### src/hdl/cbs_pkg.sv
// Shared types and constants of the cubic Bezier segmenter.
package cbs_pkg;

  // Width of the subdivision level field
  localparam int LVL_W = 4;
  // Width of the polynomial coefficients, enough for 12 * 32768
  localparam int CO_W = 20;
  // Entries of the job queue between front and back
  localparam int JOB_DEPTH = 2;

  // One curve as it arrives
  typedef struct packed {
    logic signed [15:0] p1_x;
    logic signed [15:0] p1_y;
    logic signed [15:0] p2_x;
    logic signed [15:0] p2_y;
    logic signed [15:0] p3_x;
    logic signed [15:0] p3_y;
    logic signed [15:0] p4_x;
    logic signed [15:0] p4_y;
    logic [LVL_W-1:0]   subdiv_level;
    logic [15:0]        color;
  } curve_t;

  // One result transaction
  typedef struct packed {
    logic signed [15:0] seg_x0;
    logic signed [15:0] seg_y0;
    logic signed [15:0] seg_x1;
    logic signed [15:0] seg_y1;
    logic               seg_valid;
    logic               last;
    logic [15:0]        seg_color;
  } seg_t;

  // Classified curve: clamped level and polynomial coefficients
  typedef struct packed {
    logic signed [CO_W-1:0] ax;
    logic signed [CO_W-1:0] bx;
    logic signed [CO_W-1:0] cx;
    logic signed [CO_W-1:0] ay;
    logic signed [CO_W-1:0] by;
    logic signed [CO_W-1:0] cy;
    logic signed [15:0]     p1_x;
    logic signed [15:0]     p1_y;
    logic [LVL_W-1:0]       lvl;
    logic [15:0]            color;
  } job_t;

  // Queue handshake seen by the back end
  typedef struct packed {
    logic empty;
    job_t head;
  } job_q_t;

  // Back end sequencer states
  typedef enum logic [1:0] {
    ST_IDLE,
    ST_SETUP,
    ST_STEP
  } bk_state_t;

endpackage

### src/hdl/cbs_front.sv
// Front end: clamps the level and forms the cubic coefficients of a curve.
module cbs_front import cbs_pkg::*; #(
  parameter int MAX_LEVEL = 6
) (
  input  curve_t curve,
  output job_t   job
);

  logic signed [CO_W-1:0] x1, x2, x3, x4, y1, y2, y3, y4;

  // Sign-extend the control points
  assign x1 = CO_W'(curve.p1_x);
  assign x2 = CO_W'(curve.p2_x);
  assign x3 = CO_W'(curve.p3_x);
  assign x4 = CO_W'(curve.p4_x);
  assign y1 = CO_W'(curve.p1_y);
  assign y2 = CO_W'(curve.p2_y);
  assign y3 = CO_W'(curve.p3_y);
  assign y4 = CO_W'(curve.p4_y);

  always_comb begin
    // Form a = -p1+3p2-3p3+p4, b = 3p1-6p2+3p3, c = -3p1+3p2
    job.ax = x4 - x1 + (x2 - x3) * CO_W'(3);
    job.bx = (x1 + x3) * CO_W'(3) - x2 * CO_W'(6);
    job.cx = (x2 - x1) * CO_W'(3);
    job.ay = y4 - y1 + (y2 - y3) * CO_W'(3);
    job.by = (y1 + y3) * CO_W'(3) - y2 * CO_W'(6);
    job.cy = (y2 - y1) * CO_W'(3);
    job.p1_x = curve.p1_x;
    job.p1_y = curve.p1_y;
    job.color = curve.color;
    // Clamp the level to 1..MAX_LEVEL
    if (curve.subdiv_level == '0) begin
      job.lvl = LVL_W'(1);
    end else if (curve.subdiv_level > LVL_W'(MAX_LEVEL)) begin
      job.lvl = LVL_W'(MAX_LEVEL);
    end else begin
      job.lvl = curve.subdiv_level;
    end
  end

endmodule

### src/hdl/cbs_fifo.sv
// Short job queue between the front end and the back end.
module cbs_fifo import cbs_pkg::*; (
  input  logic   clk,
  input  logic   rst,
  input  logic   wr,
  input  job_t   wr_job,
  output logic   full,
  input  logic   rd,
  output job_q_t q
);

  localparam int AW = (JOB_DEPTH > 1) ? $clog2(JOB_DEPTH) : 1;
  localparam int NW = $clog2(JOB_DEPTH + 1);

  job_t          slots [JOB_DEPTH];
  logic [AW-1:0] wptr;
  logic [AW-1:0] rptr;
  logic [NW-1:0] count;
  logic          do_wr;
  logic          do_rd;

  assign full    = (count == NW'(JOB_DEPTH));
  assign q.empty = (count == '0);
  assign q.head  = slots[rptr];
  assign do_wr   = wr && !full;
  assign do_rd   = rd && !q.empty;

  // Advance pointers and occupancy
  always_ff @(posedge clk) begin
    if (rst) begin
      wptr  <= '0;
      rptr  <= '0;
      count <= '0;
    end else begin
      if (do_wr) begin
        wptr <= (wptr == AW'(JOB_DEPTH - 1)) ? '0 : wptr + AW'(1);
      end
      if (do_rd) begin
        rptr <= (rptr == AW'(JOB_DEPTH - 1)) ? '0 : rptr + AW'(1);
      end
      if (do_wr && !do_rd) begin
        count <= count + NW'(1);
      end else if (do_rd && !do_wr) begin
        count <= count - NW'(1);
      end
    end
  end

  // Hold the queued jobs
  always_ff @(posedge clk) begin
    if (do_wr) begin
      slots[wptr] <= wr_job;
    end
  end

endmodule

### src/hdl/cbs_back.sv
// Back end: forward-difference walker with a one-entry result register.
module cbs_back import cbs_pkg::*; #(
  parameter int MAX_LEVEL = 6
) (
  input  logic   clk,
  input  logic   rst,
  input  job_q_t q,
  output logic   q_rd,
  output logic   empty,
  input  logic   pop,
  output seg_t   seg
);

  localparam int FRAC = 3 * MAX_LEVEL;
  localparam int W    = FRAC + 17;
  localparam int SW   = $clog2(FRAC + 1);
  localparam int CW   = MAX_LEVEL;

  typedef struct packed {
    logic [W-1:0] d1;
    logic [W-1:0] d2;
    logic [W-1:0] d3;
  } diff_t;

  bk_state_t state, state_next;

  job_t            job;
  logic [W-1:0]    xp, xd1, xd2, xd3;
  logic [W-1:0]    yp, yd1, yd2, yd3;
  logic [15:0]     px, py;
  logic [CW-1:0]   cnt;
  logic [CW-1:0]   last_idx;
  logic            out_valid;

  logic [SW-1:0]   sh0, sh1, sh2;
  diff_t           dx_init, dy_init;
  logic [W-1:0]    xn, yn;
  logic [15:0]     cx, cy;
  logic            moved;
  logic            at_last;
  logic            step_go;
  logic            load_out;

  // Integer part of a fixed-point position, truncated toward zero
  function automatic logic [15:0] trunc_pos(input logic [W-1:0] v);
    logic signed [W-1:0] ip;
    logic                adj;
    ip  = $signed(v) >>> FRAC;
    adj = v[W-1] && (|v[FRAC-1:0]);
    return ip[15:0] + {15'b0, adj};
  endfunction

  // Initial differences of one axis for shifts s, s+L and s+2L
  function automatic diff_t diff_setup(input logic signed [CO_W-1:0] a,
                                       input logic signed [CO_W-1:0] b,
                                       input logic signed [CO_W-1:0] c,
                                       input logic [SW-1:0] s0,
                                       input logic [SW-1:0] s1,
                                       input logic [SW-1:0] s2);
    logic [W-1:0] ea, eb, ec, a0, b1;
    diff_t        r;
    ea   = W'(a);
    eb   = W'(b);
    ec   = W'(c);
    a0   = ea << s0;
    b1   = eb << s1;
    r.d3 = (a0 << 2) + (a0 << 1);
    r.d2 = r.d3 + (b1 << 1);
    r.d1 = a0 + b1 + (ec << s2);
    return r;
  endfunction

  // Derive the difference shifts from the clamped level
  assign sh0 = SW'(FRAC) - SW'(3) * SW'(job.lvl);
  assign sh1 = sh0 + SW'(job.lvl);
  assign sh2 = sh1 + SW'(job.lvl);
  assign dx_init = diff_setup(job.ax, job.bx, job.cx, sh0, sh1, sh2);
  assign dy_init = diff_setup(job.ay, job.by, job.cy, sh0, sh1, sh2);

  // Evaluate one step and decide whether it yields a transaction
  assign xn       = xp + xd1;
  assign yn       = yp + yd1;
  assign cx       = trunc_pos(xn);
  assign cy       = trunc_pos(yn);
  assign moved    = (cx != px) || (cy != py);
  assign at_last  = (cnt == last_idx);
  assign step_go  = (state == ST_STEP) && (!out_valid || pop);
  assign load_out = step_go && (moved || at_last);
  assign empty    = !out_valid;

  // Sequencer state register
  always_ff @(posedge clk) begin
    if (rst) begin
      state <= ST_IDLE;
    end else begin
      state <= state_next;
    end
  end

  // Sequencer next state and queue read
  always_comb begin
    state_next = state;
    q_rd       = 1'b0;
    case (state)
      ST_IDLE: begin
        if (!q.empty) begin
          q_rd       = 1'b1;
          state_next = ST_SETUP;
        end
      end
      ST_SETUP: begin
        state_next = ST_STEP;
      end
      ST_STEP: begin
        if (step_go && at_last) begin
          state_next = ST_IDLE;
        end
      end
      default: begin
        state_next = ST_IDLE;
      end
    endcase
  end

  // Load the job, set up the differences and advance the walk
  always_ff @(posedge clk) begin
    if (q_rd) begin
      job <= q.head;
    end
    if (state == ST_SETUP) begin
      xp       <= W'(job.p1_x) << FRAC;
      yp       <= W'(job.p1_y) << FRAC;
      xd1      <= dx_init.d1;
      xd2      <= dx_init.d2;
      xd3      <= dx_init.d3;
      yd1      <= dy_init.d1;
      yd2      <= dy_init.d2;
      yd3      <= dy_init.d3;
      px       <= job.p1_x;
      py       <= job.p1_y;
      cnt      <= '0;
      last_idx <= ~({CW{1'b1}} << job.lvl);
    end else if (step_go) begin
      xp  <= xn;
      yp  <= yn;
      xd1 <= xd1 + xd2;
      xd2 <= xd2 + xd3;
      yd1 <= yd1 + yd2;
      yd2 <= yd2 + yd3;
      px  <= cx;
      py  <= cy;
      cnt <= cnt + CW'(1);
    end
  end

  // Hold the result until popped
  always_ff @(posedge clk) begin
    if (rst) begin
      out_valid <= 1'b0;
    end else if (load_out) begin
      out_valid <= 1'b1;
    end else if (pop) begin
      out_valid <= 1'b0;
    end
  end

  // Capture the result transaction
  always_ff @(posedge clk) begin
    if (load_out) begin
      seg.seg_x0    <= moved ? px : '0;
      seg.seg_y0    <= moved ? py : '0;
      seg.seg_x1    <= moved ? cx : '0;
      seg.seg_y1    <= moved ? cy : '0;
      seg.seg_valid <= moved;
      seg.last      <= at_last;
      seg.seg_color <= job.color;
    end
  end

  a_setup_once: assert property (@(posedge clk) disable iff (rst)
    state == ST_SETUP |=> state == ST_STEP)
    else $error("setup did not move on to stepping");

  a_rd_idle: assert property (@(posedge clk) disable iff (rst)
    q_rd |-> state == ST_IDLE && !q.empty)
    else $error("job taken outside idle");

  a_final: assert property (@(posedge clk) disable iff (rst)
    step_go && at_last |=> state == ST_IDLE && out_valid && seg.last)
    else $error("final step did not leave a last transaction");

  a_cnt_range: assert property (@(posedge clk) disable iff (rst)
    state == ST_STEP |-> cnt <= last_idx)
    else $error("step counter ran past the final step");

endmodule

### src/hdl/cubic_bezier_segmenter.sv
// Cubic Bezier segmenter: walks each curve by forward differencing.
// A new curve passes the job queue, the job register and the setup state before its first step.
// The difference walker makes one step per cycle,
// slowed only while the result register waits on pop.
// A two-entry job queue lets new curves be accepted while one is walked.
// Reset (rst, synchronous) empties the queue and idles the walker.
module cubic_bezier_segmenter import cbs_pkg::*; #(
  parameter int MAX_LEVEL = 6
) (
  input  logic   clk,
  input  logic   rst,
  input  logic   push,
  output logic   full,
  input  curve_t curve,
  output logic   empty,
  input  logic   pop,
  output seg_t   seg
);

  job_t   job;
  job_q_t q;
  logic   q_rd;

  // Classify the incoming curve
  cbs_front #(
    .MAX_LEVEL(MAX_LEVEL)
  ) u_front (
    .curve(curve),
    .job  (job)
  );

  // Queue classified curves
  cbs_fifo u_fifo (
    .clk   (clk),
    .rst   (rst),
    .wr    (push),
    .wr_job(job),
    .full  (full),
    .rd    (q_rd),
    .q     (q)
  );

  // Walk the curve and emit segments
  cbs_back #(
    .MAX_LEVEL(MAX_LEVEL)
  ) u_back (
    .clk  (clk),
    .rst  (rst),
    .q    (q),
    .q_rd (q_rd),
    .empty(empty),
    .pop  (pop),
    .seg  (seg)
  );

endmodule
### config.mk
export PLATFORM = sky130hd
export DESIGN_NAME = cubic_bezier_segmenter
export DESIGN_NICKNAME = d
export VERILOG_FILES = /design/src/hdl/cbs_pkg.sv /design/src/hdl/cbs_front.sv /design/src/hdl/cbs_fifo.sv /design/src/hdl/cbs_back.sv /design/src/hdl/cubic_bezier_segmenter.sv
export SDC_FILE = /design/constraint.sdc
export NUM_CORES = 2
export LEC_CHECK = 0
export BUFFER_PORTS_ARGS = -buffer_cell sky130_fd_sc_hd__buf_2
export CAP_MARGIN = 5
export CORE_UTILIZATION = 50
export CTS_BUF_LIST = sky130_fd_sc_hd__clkbuf_4
export DETAILED_ROUTE_END_ITERATION = 12
export HOLD_SLACK_MARGIN = 0.1
export PLACE_DENSITY = 0.68
export SLEW_MARGIN = 40
export SYNTH_ARGS = -nofsm -noshare
export SYNTH_HDL_FRONTEND = slang
export SYNTH_SLANG_ARGS = --single-unit
export TNS_END_PERCENT = 30
### constraint.sdc
create_clock -name clk -period 17.25 [get_ports clk]
set_input_delay 0.8625 -clock clk [delete_from_list [all_inputs] [get_ports clk]]
set_output_delay 0.8625 -clock clk [all_outputs]
set_load 0.03 [all_outputs]
==> results summary <==
In this run the tightest slew margin relative to its limit is 37.55%. The post-synthesis cell type with the largest combined area is edfxtp_1. The maximum count of clock buffers along a single path is 3. The highest signal layer in the routed design is met5. The wire length reported by the detailed router came out at 206.2 mm. The mean post-synth cell area came out at 10.05 sq um.

The sequential element share of the synthesized area came out at 36.72%. The worst setup path is of the flip-flop to flip-flop kind. In this run, distinct cell masters in the synthesized netlist total 99. At the pin with the least slew margin, the transition time is 927.0 ps.

The initial utilization of the core area, before any placement, comes to 50.32%. The via density per instance is 5.779. In this run the cell area of the synthesized design comes to 74,310 sq um.

The ratio of cells with drive above 1 in the final layout is 12.87%. The register area is 27,290 sq um. The standard cell with the maximum stage delay on the critical path is buf_4. The met3 layer wire length in the routed design is 13.82 mm. The setup check on the worst reg-to-reg path leaves a slack of 5830 ps.

The number of slew-limit violations in the final report is 0. The clock insertion delay at the later pin of the skew report is 1320 ps. The routed design uses 89.25 mm of met2 wire.

Relative to the synthesized area, the layout overhead comes to 9.704%. Detailed placement ended at an HPWL of 162.0 mm. The met1 routed wirelength after detailed routing is 96.66 mm. The final setup skew came out at 110.8 ps.

The kind of path behind the tightest hold check is primary input to flip-flop. The total die area is 150,200 sq um. The cell sitting at the root of the clock tree is a clkbuf_4. Buffers placed on the I/O ports in this run total 235. The initial antenna violation count came out at 5. The number of remaining DRC errors is 0. The length of the first detailed-routing pass in iterations came out at 6. The overflow left after global routing is 0. By instance count, the leading cell after synthesis is edfxtp_1.

The capturing element type of the critical path is a flip-flop. The required time at the endpoint of the critical path is 18,260 ps. The number of nets still failing antenna checks after routing came out at 0. The commonest cells after synthesis are 876 x edfxtp_1, 809 x ha_1, 660 x nor2_1. TritonCTS built the clock tree. The flow ran to the end, and the final reports show no timing, DRC or antenna violations. For this run, asynchronously set or reset flops after synthesis account for 0%.

The total clock buffers created by CTS is 241. The overall fraction of global-route tracks in use came out at 26.95%. The final number of hold-violating endpoints came out at 0. The per-cell routed wire length came out at 20.84 um. Setup repair after global routing left no endpoint under its margin. The startpoint class of the critical path is a flip-flop. The synthesized flop and latch total is 925. The number of primary I/O pins is 236. The critical path data arrival time is 12,430 ps.

The total negative setup slack is 0 ps. The first global-routing pass estimated 313.9 mm of wire. The die is 387.5 um wide. In the final layout, the multi-input gates occupy 44,430 sq um. The number of design-rule violations left by the first detailed-router iteration is 4,265.

The weighted congestion reported at the end of routability-driven placement is 0.9946. The count of max-cap constraint violations is 0. The vias after detailed routing is 57,190.

By area the synthesized netlist is led by edfxtp_1 35%, ha_1 14%, xnor2_1 5.5%. The fraction of the cycle the final worst path needs is 66.21%. The clock edge transition at the registers on the reported setup and hold paths came out at 70 ps. The post-cts resize count came out at 0. Based on the critical path, the design can be clocked at up to 87.56 MHz. In this run the number of H-tree levels came out at 4. The clock sink count is 925. The number of fill cells came out at 12,850.

Synthesis produced 7,390 cells. During synthesis, Yosys emitted a total of 0 warnings. In the synthesized netlist the dominant register cell turns out to be edfxtp_1. The pin count of the biggest net entering global routing is 140. The area inside the core boundary came out at 147,700 sq um. The number of endpoints failing setup at the final stage came out at 0. Row generation in the floorplan step produced 141 rows. The y dimension of the die came out at 387.5 um. The delay of the slowest cell on the worst path is 570 ps.

The share of synthesized area in the top cell type comes to 35.40%. The number of nets in the layout came out at 8,879. The time the worst path needs with I/O delays and setup is 11,420 ps. The number of flops mapped to enable cells by yosys came out at 876. The maximum fanout along the worst path came out at 66.

The via count of the first global-routing pass is 54,930.
==> metrics by stage <==
stage / instance area, sq um / util, % / hold WS (ps) / cells / setup slack [ps]
after CTS: 81400 / 55.13 / 125.5 / 9883 / 5890
after global routing: 81510 / 55.20 / 201.2 / 9893 / 5066
final: 81520 / 55.20 / 292.7 / 9896 / 5829
after floorplan: 74310 / - / 400.3 / 7391 / 7129
after detailed placement: 77660 / 52.59 / 404.5 / 9387 / 5908
after global placement: 77560 / 52.52 / 401.6 / 9383 / 6108
==> final timing paths <==
kind,from,endpoint,cells past startpoint
min reg2reg,u_back.job[9],u_back.seg[9],0
min,curve[100],u_fifo.slots[1][112],4
max,u_back.job[16],u_back.xd1[33],40
max reg2reg,u_back.job[16],u_back.xd1[33],40
==> cells by family after synthesis <==
logic type | after synthesis | share of synthesized area [%]
other | 1 | 0.005047
AO/OA/AOI/OAI | 1867 | 15.47
flip-flops | 925 | 36.72
buffers and inverters | 725 | 3.721
AND/OR/NAND/NOR | 1850 | 11.51
XOR/XNOR | 635 | 7.579
multiplexers | 419 | 7.128
adder cells (fa/ha/maj) | 968 | 17.87
==> timing repair <==
item | CTS | global route
hold buffers | 60 | 0
endpoints found under the hold margin | 120 | 0
buffers inserted | 0 | 0
==> flip-flops by register name, summed over array words and instances, names as in the netlist, 2 cells and up <==
signal           cells
u_back.seg          82
u_back.yp           35
u_back.last_idx      6
u_back.yd3          34
u_back.yd1          35
u_back.cnt           6
u_back.xd3          34
u_back.state         2
u_back.job         172
u_back.px           16
u_back.py           16
u_fifo.count         2
u_back.xp           35
u_fifo.slots       344
u_back.yd2          34
u_back.xd1          35
u_back.xd2          34
==> critical path: cells and delay by family (launching register included) <==
kind,cells,cell delay (ps)
AOI/OAI and AO/OA,13,3300
buffers and inverters,9,2720
adders and majority gates,7,2530
and+or+nand+nor,6,1550
xor gates and xnor gates,4,540
DFF,1,340
muxes,1,90
==> area by class of cell <==
type | instances | share of cell area, %
Multi-Input combinational cell | 5741 | 54.50
Sequential cell | 925 | 33.48
Antenna cell | 11 | 0.03377
Clock inverter | 83 | 0.6078
Timing Repair Buffer | 350 | 2.820
Clock buffer | 353 | 3.251
Tap cell | 1930 | 2.962
Inverter | 503 | 2.347
==> metal layers <==
metal / vias up / global-route usage, %
li1: 27770 / -
met1: 27260 / 38.85
met2: 1857 / 40.79
met3: 294 / 4.522
met4: 2 / 9.502
met5: - / 0
==> cells in the final DEF, fill, tap and decap left out, drive strengths merged, types with 51 or more instances in the layout <==
master       netlist  final
nor2b             99     99
a211oi            53     53
nand3            131    131
mux2i            150    150
buf               57    290
o21a              83     83
nor3             104    104
mux4              68     68
o21ai            449    449
clkinv             1     67
a21boi            68     68
o21bai           100    100
and3              59     59
a21o             177    177
nand2            479    479
edfxtp           876    876
nand2b           101    101
xor2             166    166
mux2             201    201
nor2             660    660
inv              502    513
and2              67     67
xnor2            464    464
a21oi            626    626
dlygate4sd3        0     60
clkbuf           165    353
ha               809    809
fa               156    156
a31oi             51     51
Power is left out: the tool's default activity adds up to more than one toggle a clock period on the data nets, which glitch-free logic cannot reach.
